<file path="config.mk">
export PLATFORM = sky130hd
export DESIGN_NAME = srvp_ctrl
export DESIGN_NICKNAME = d
export VERILOG_FILES = /design/src/rtl/srvp_pkg.sv /design/src/rtl/srvp_ctrl.sv
export SDC_FILE = /design/constraint.sdc
export NUM_CORES = 1
export LEC_CHECK = 0
export BUFFER_PORTS_ARGS = -buffer_cell sky130_fd_sc_hd__buf_4
export CORE_MARGIN = 3
export CORE_UTILIZATION = 40
export DETAILED_ROUTE_END_ITERATION = 7
export SLEW_MARGIN = 40
export SYNTH_ARGS = -nofsm -noshare
export SYNTH_HDL_FRONTEND = slang
export SYNTH_SLANG_ARGS = --single-unit
</file>
<file path="constraint.sdc">
create_clock -name clk -period 2.3 [get_ports clk]
set_input_delay 0.23 -clock clk [delete_from_list [all_inputs] [get_ports clk]]
set_output_delay 0.23 -clock clk [all_outputs]
set_load 0.05 [all_outputs]
</file>
<file path="src/rtl/srvp_pkg.sv">
// Shared types and constants of the step rate velocity planner.
package srvp_pkg;

  localparam int TICK_FREQUENCY     = 1000000;
  localparam int RATE_FRACTION_BITS = 32;

  localparam logic [63:0] NS_PER_S    = 64'd1000000000;
  localparam logic [63:0] NS_PER_S_X2 = 64'd2000000000;
  localparam logic [63:0] LIM60       = 64'h1000_0000_0000_0000;
  localparam logic [63:0] RATE_DIV    = 64'(TICK_FREQUENCY) << (32 - RATE_FRACTION_BITS);
  localparam logic [63:0] TICK_WIDE   = 64'(TICK_FREQUENCY);
  localparam logic [63:0] TWO_POW_31  = 64'h0000_0000_8000_0000;
  localparam logic [63:0] FB_ONE      = 64'd65536;

  localparam logic signed [63:0] SMAX48 = 64'sh0000_7FFF_FFFF_FFFF;
  localparam logic signed [63:0] SMIN48 = 64'shFFFF_8000_0000_0000;
  localparam logic [47:0]        MAX48  = 48'h7FFF_FFFF_FFFF;

  localparam logic [1:0] CFG_POSITION_SCALE   = 2'd0;
  localparam logic [1:0] CFG_MAX_VELOCITY     = 2'd1;
  localparam logic [1:0] CFG_MAX_ACCELERATION = 2'd2;
  localparam logic [1:0] CFG_SERVO_PERIOD_NS  = 2'd3;

  typedef struct packed {
    logic signed [47:0] position_target;
    logic signed [47:0] velocity_target;
    logic signed [31:0] feedback_count;
    logic               enable_bit;
    logic               velocity_mode;
    logic               reset_position;
  } in_item_t;

  typedef struct packed {
    logic signed [47:0] velocity_now;
    logic signed [47:0] position_now;
    logic               direction_forward;
    logic [31:0]        step_rate;
  } out_item_t;

  typedef enum logic [3:0] {
    OP_STEP  = 4'd0,
    OP_DPOS  = 4'd1,
    OP_MAXV  = 4'd2,
    OP_FF    = 4'd3,
    OP_HTV   = 4'd4,
    OP_ETERM = 4'd5,
    OP_NEAR  = 4'd6,
    OP_FAR   = 4'd7,
    OP_VMODE = 4'd8,
    OP_RATE  = 4'd9
  } op_t;

  typedef struct packed {
    logic load;
    logic exec;
    logic emit;
    op_t  op;
  } dp_cmd_t;

  typedef struct packed {
    logic unit_done;
    logic vmode;
    logic near;
  } dp_sts_t;

endpackage

</file>
<file path="src/rtl/srvp_ctrl.sv">
// Sequencer that steps the datapath through the planning operations.
module srvp_ctrl (
  input  logic              clk,
  input  logic              rst_n,
  input  logic              in_valid,
  output logic              in_ready,
  output logic              out_valid,
  input  logic              out_ready,
  input  srvp_pkg::dp_sts_t sts,
  output srvp_pkg::dp_cmd_t cmd
);
  import srvp_pkg::*;

  typedef enum logic [3:0] {
    ST_IDLE  = 4'b0001,
    ST_ISSUE = 4'b0010,
    ST_WAIT  = 4'b0100,
    ST_EMIT  = 4'b1000
  } state_t;

  state_t state_r, state_nxt;
  op_t    op_r, op_nxt, op_follow;
  logic   out_valid_r, out_valid_nxt;

  always_comb begin
    case (op_r)
      OP_STEP:  op_follow = OP_DPOS;
      OP_DPOS:  op_follow = OP_MAXV;
      OP_MAXV:  op_follow = sts.vmode ? OP_VMODE : OP_FF;
      OP_FF:    op_follow = OP_HTV;
      OP_HTV:   op_follow = OP_ETERM;
      OP_ETERM: op_follow = sts.near ? OP_NEAR : OP_FAR;
      default:  op_follow = OP_RATE;
    endcase
  end

  always_comb begin
    state_nxt     = state_r;
    op_nxt        = op_r;
    cmd           = '0;
    cmd.op        = op_r;
    out_valid_nxt = out_valid_r && !out_ready;
    case (state_r)
      ST_IDLE: begin
        if (in_valid) begin
          cmd.load  = 1'b1;
          op_nxt    = OP_STEP;
          state_nxt = ST_ISSUE;
        end
      end
      ST_ISSUE: begin
        cmd.exec = 1'b1;
        if (op_r == OP_VMODE) begin
          op_nxt = OP_RATE;
        end else begin
          state_nxt = ST_WAIT;
        end
      end
      ST_WAIT: begin
        if (sts.unit_done) begin
          if (op_r == OP_RATE) begin
            state_nxt = ST_EMIT;
          end else begin
            op_nxt    = op_follow;
            state_nxt = ST_ISSUE;
          end
        end
      end
      ST_EMIT: begin
        // hold until the output register is free
        if (!out_valid_r || out_ready) begin
          cmd.emit      = 1'b1;
          out_valid_nxt = 1'b1;
          state_nxt     = ST_IDLE;
        end
      end
      default: state_nxt = ST_IDLE;
    endcase
  end

  always_ff @(posedge clk) begin
    if (!rst_n) begin
      state_r     <= ST_IDLE;
      op_r        <= OP_STEP;
      out_valid_r <= 1'b0;
    end else begin
      state_r     <= state_nxt;
      op_r        <= op_nxt;
      out_valid_r <= out_valid_nxt;
    end
  end

  assign in_ready  = (state_r == ST_IDLE);
  assign out_valid = out_valid_r;

endmodule

</file>
# After elaboration in Yosys (flattened, before gate mapping)
# Cells that the tools add are included.
[op_classes] n_eq_ne=17 mux=21 n_reduce_logical=8
[op_table] cell="$mux 4" count=10
[op_table] cell="$pmux 4 s6" count=1
[op_table] cell="$pmux 4 s4" count=1
[op_table] cell="$eq 4x2->1 const B" count=3
[op_table] cell="$eq 4x3->1 const B" count=3
[op_table] cell="$eq 4x4->1 const B" count=3
[op_table] cell="$ne 2x2->1 const B" count=6
[op_table] cell="$pmux 4 s3" count=1
[op_table] cell="$eq 4x1->1 const B" count=2
[op_table] cell="$mux 1" count=8
[op_table] cell="$reduce_and 5->1" count=1
[op_table] cell="$logic_not 4->1" count=1
[op_table] cell="$reduce_and 4->1" count=1
[op_table] cell="$reduce_bool 3->1" count=1
[op_table] cell="$logic_not 1->1" count=2
[op_table] cell="$logic_and 1x1->1" count=1
[op_table] cell="$logic_or 1x1->1" count=1
[word_totals] output_inout_bits=9 reg_bits=9 input_bits=7 elab_cells=49

# Longest topological paths before layout
[logic_depth] word_depth=5 ltp_mapped=6 mapped_depth_nobuf=5

# Worst setup path after synthesis
# OpenSTA, ideal clock, no wires.
[synth_timing] kind="register to register" start="reg op_r[3]" end="reg op_r[2]" synth_period_minus_slack_ps=2137 n_path_buf=0 arrival_ps=2019 setup_slack_ps=163 stages_incl_launch_ff=6 required_time_ps=2183 setup_time_ps=117 path_cell_list="dfxtp_1 -> or3b_2 -> a2bb2oi_1 -> a211oi_4 -> o31ai_1 -> a32o_1"
[synth_via] elab_chain_len=5 elab_cells_between_ends=15 cone_classes="9 x eq/ne; 4 x mux; 2 x reduce/logical"
[synth_lines] element="start, declared" line="srvp_ctrl.sv:22" source="op_t op_r, op_nxt, op_follow;"
[synth_lines] element="start signal, assigned" line="srvp_ctrl.sv:88" source="op_r <= op_nxt;"
[synth_lines] element="$eq 4x3->1, or another cell as far along" line="srvp_ctrl.sv:26" source="case (op_r)"
[synth_lines] element="$pmux 4 s6" line="srvp_ctrl.sv:26"
[synth_lines] element="$mux 4" line="srvp_ctrl.sv:61" source="if (op_r == OP_RATE) begin"
[synth_lines] element="$mux 4" line="srvp_ctrl.sv:60" source="if (sts.unit_done) begin"
[synth_lines] element="$pmux 4 s3" line="srvp_ctrl.sv:43" source="case (state_r)"
# Parallel ways exist; a longest one is shown, timed or not. The select of a mux whose other input is x is not followed.
# A chain may end at the register's enable or synchronous reset.

# Worst setup path in the final report
[layout_timing] start="reg state_r[0]" end="reg op_r[2]"
[layout_via] elab_chain_len=3 elab_cells_between_ends=10 cone_classes="7 x eq/ne; 1 x mux; 2 x reduce/logical"
[layout_lines] element="start, declared" line="srvp_ctrl.sv:21" source="state_t state_r, state_nxt;"
[layout_lines] element="start signal, assigned" line="srvp_ctrl.sv:87" source="state_r <= state_nxt;"
[layout_lines] element="$eq 4x3->1, or another cell as far along" line="srvp_ctrl.sv:43"
[layout_lines] element="$ne 2x2->1 (no source line) / $reduce_bool 3->1 (equally long branches)"
[layout_lines] element="$reduce_and 5->1 (no source line)"
# Parallel ways exist; a longest one is shown, timed or not.

==> qor.log <==
[sta] final setup violation count 0
[cts] number of buffers created by CTS 3
[synthesis] share of synthesized flip-flops with an asynchronous set or reset 0%
[placement] area post-placement 694 um2
[sta] maximum clock skew at final layout 0.0102 ns
[drt] Final Routed Wirelength 1280 um
[die] die extent in x 44.9 um
[setup_path] largest fanout of any net on the critical path 10
[finish] number of filler cells placed in the layout 126
[setup_path] critical path startpoint category register
[run_status] status finished clean
[synthesis] number of instances in the synthesized netlist 71
[setup_path] Setup crit end kind register
[hold_path] cell count of the worst hold path 2
[die] die area 2020 um2
[finish] area growth from synthesis to final layout 19.2%
[die] num rows 13
[power] P_sw 0.000220 W
[global_route] maximum number of pins on one net before global-route repair 13
[synthesis] number of enable flip-flop cells after synthesis 0
[power] share of power burned in the clock network 22.2%
[drt] overall via count from detail_route 575
[placement] port bufs 15
[setup_path] data arrival time at the worst-slack endpoint 2.15 ns
[global_route] number of global-route vias before repair 481
[placement] detailed placer's ending HPWL 985 um
[synthesis] Synth Register Bits 9
[cts] worst skew pair latency 0.26 ns
[cts] clock slew at reported path FFs 0.07 ns
[power] Sw Ratio 40.4%
[drt] drt drc 0
[sta] Final Hold Vio Count 0
[die] Die H 44.9 um
[hold_path] worst-case hold path end point state_r[0]
[cts] number of buffers added for setup after CTS 0
[cts] root buf cell clkbuf_4
[global_route] wire length of the first global-routing pass 2080 um
[synthesis] dominant synthesized flop cell dfxtp_1
[synthesis] Cell Area, Synth 606 um2
[setup_path] required time reported for the critical path endpoint 2.46 ns
[power] maximum resistive drop on vdd 365 uV
[sta] setup tns final 0 ns
[global_route] initial antenna violation count 0
[cts] number of levels in the clock H-tree 1
[cts] count of cells resized by post-cts repair 0
[finish] count of antenna diodes in the layout 0
[sta] fin crit period 1.99 ns
[sta] max-slew violations 0
[sta] Final Cycle Share 86.4%
[sta] transition time of the tightest slew-check pin 0.375 ns
[hold_path] worst hold path type primary input to register
[power] cell leakage power 0.275 nW
[sta] setup repair after global routing missed its margin no
[power] Logic pwr share 42.4%
[power] total power consumption of the routed design 0.000545 W
[cts] number of buffers on the longest clock path 2
[finish] final net count 94
[drt] routed len/inst 12.7 um
[placement] GPL Wtd Cong 0.728
[global_route] final global-route overflow total 0
[setup_path] Reg2Reg Capture Point op_r[2]
[finish] final core utilization 52.8%
[sta] headroom to the max-slew limit 75.0%
[setup_path] launch instance of the worst register-to-register path state_r[0]
[hold_path] launch point of the worst hold path rst_n
[synthesis] total number of yosys warnings 0
[power] Power Density 755 nW/um2
[die] effective utilization at floorplan 44.3%
[cts] hold buffer count at cts 0
[drt] routed via count divided by cell count 5.69
[setup_path] worst-case register-to-register setup slack 0.31 ns
[synthesis] sequential fraction of the synthesis area 29.8%
[flow_run] max cap viols 0
[synthesis] syn_nets 78
[drt] Detail Route Antenna Nets 0
[die] num ports 16
[cts] Sink Count 9
[synthesis] mean instance size in the synthesized netlist 8.53 um2
[setup_path] CP Class register to register
[drt] first drt pass iteration count 4
[power] Internal Power 0.000325 W
[drt] DR iter-0 viols 6
[power] register share of total power 35.5%
[cts] clock tree from TritonCTS done
[synthesis] count of cell types in the netlist 36
[setup_path] R2R cell count 5
[sta] Max Fclk 503 MHz
[die] CORE AREA 1370 um2
[finish] final standard cell area without fillers 722 um2
[global_route] all-layer global routing usage 14.1%
[finish] layout cells sized above 1 34.9%
state kept, by name, indices dropped and copies added, names as in the netlist:
signal     cells
state_r        4
op_r           4
out_valid      1
through the flow:
step           hold slack, ns  worst slack [ns]  instances
2_1_floorplan           0.458             0.163         71
3_3_place_gp            0.524             0.374         97
3_5_place_dp            0.524             0.346         97
4_1_cts                 0.240             0.334        101
5_1_grt                 0.242             0.216        101
6_report                0.253             0.313        101
layout make-up:
class	instances	area (um2)	share of cell area (%)
repair buffers	15	113	15.6
clock inverters	1	5.00	0.693
clock buffers	3	22.5	3.12
flip-flops and latches	9	180	25.0
multi-input cells	55	372	51.5
inverters	3	11.3	1.56
well taps	15	18.8	2.60
power groups by stage:
stage	clock (W)	combinational, W	sequential (W)
5_1_grt	0.000137	0.000249	0.000197
3_3_place_gp	0	0.000231	0.000196
4_1_cts	0.000128	0.000232	0.000192
2_1_floorplan	0	0.000197	0.000190
6_report	0.000121	0.000231	0.000194
3_5_place_dp	0	0.000231	0.000196
synth_stat cells (all sizes together), types with 2 or more instances:
| library cell | instances | share of area [%] |
|---|---|---|
| dfxtp | 9 | 30 |
| nor2 | 5 | 3.1 |
| o21ai | 5 | 4.1 |
| a21oi | 4 | 3.3 |
| and2 | 4 | 4.5 |
| nand2b | 4 | 4.1 |
| buf | 3 | 5.0 |
| inv | 3 | 1.9 |
| nand2 | 3 | 1.9 |
| or3 | 3 | 3.3 |
| or3b | 3 | 4.3 |
| a211oi | 2 | 4.5 |
| a21boi | 2 | 2.5 |
| nor3 | 2 | 1.7 |
| o31ai | 2 | 2.5 |
| or4b | 2 | 3.9 |
logic make-up after synthesis:
family                    count (synthesis)  synth area share [%]
xor gates and xnor gates                  1                  1.45
and+or+nand+nor                          33                  34.7
AOI/OAI and AO/OA                        21                  25.2
DFF                                       9                  29.8
buffers and inverters                     7                  8.88
metal layers:
layer | share of wire, % | track usage, % | up-vias
li1 | - | - | 291
met3 | 7.7 | 5.98 | 2
met2 | 44 | 20.9 | 25
met5 | 0 | 0 | -
met1 | 48 | 18.9 | 257
met4 | 0.86 | 3.51 | 0
how the worst max path moves through the flow:
| stage | start | to | cells past startpoint |
|---|---|---|---|
| finish | state_r[0] | op_r[2] | 5 |
| global route | state_r[2] | op_r[0] | 5 |
| CTS | state_r[0] | op_r[2] | 5 |
| detailed placement | state_r[0] | op_r[2] | 5 |
| global placement | state_r[2] | op_r[2] | 4 |
| floorplan | op_r[3] | op_r[2] | 5 |
cells in the final DEF, fill, tap and decap left out, types with 3 or more instances in the layout:
cell type / instances
buf_4: 15
dfxtp_1: 9
nor2_1: 5
o21ai_0: 5
nand2b_1: 4
a21oi_1: 4
inv_1: 3
or3b_2: 3
nand2_1: 3
clkbuf_4: 3
critical path, cell delays in order, from the launching register on:
cell and delay (ns):
dfxtp_1 0.39, or4b_4 0.59, a2bb2oi_1 0.19, a211oi_4 0.36, o31ai_1 0.13, a32o_1 0.22
Note: power is estimated with default switching activity, not from simulation.
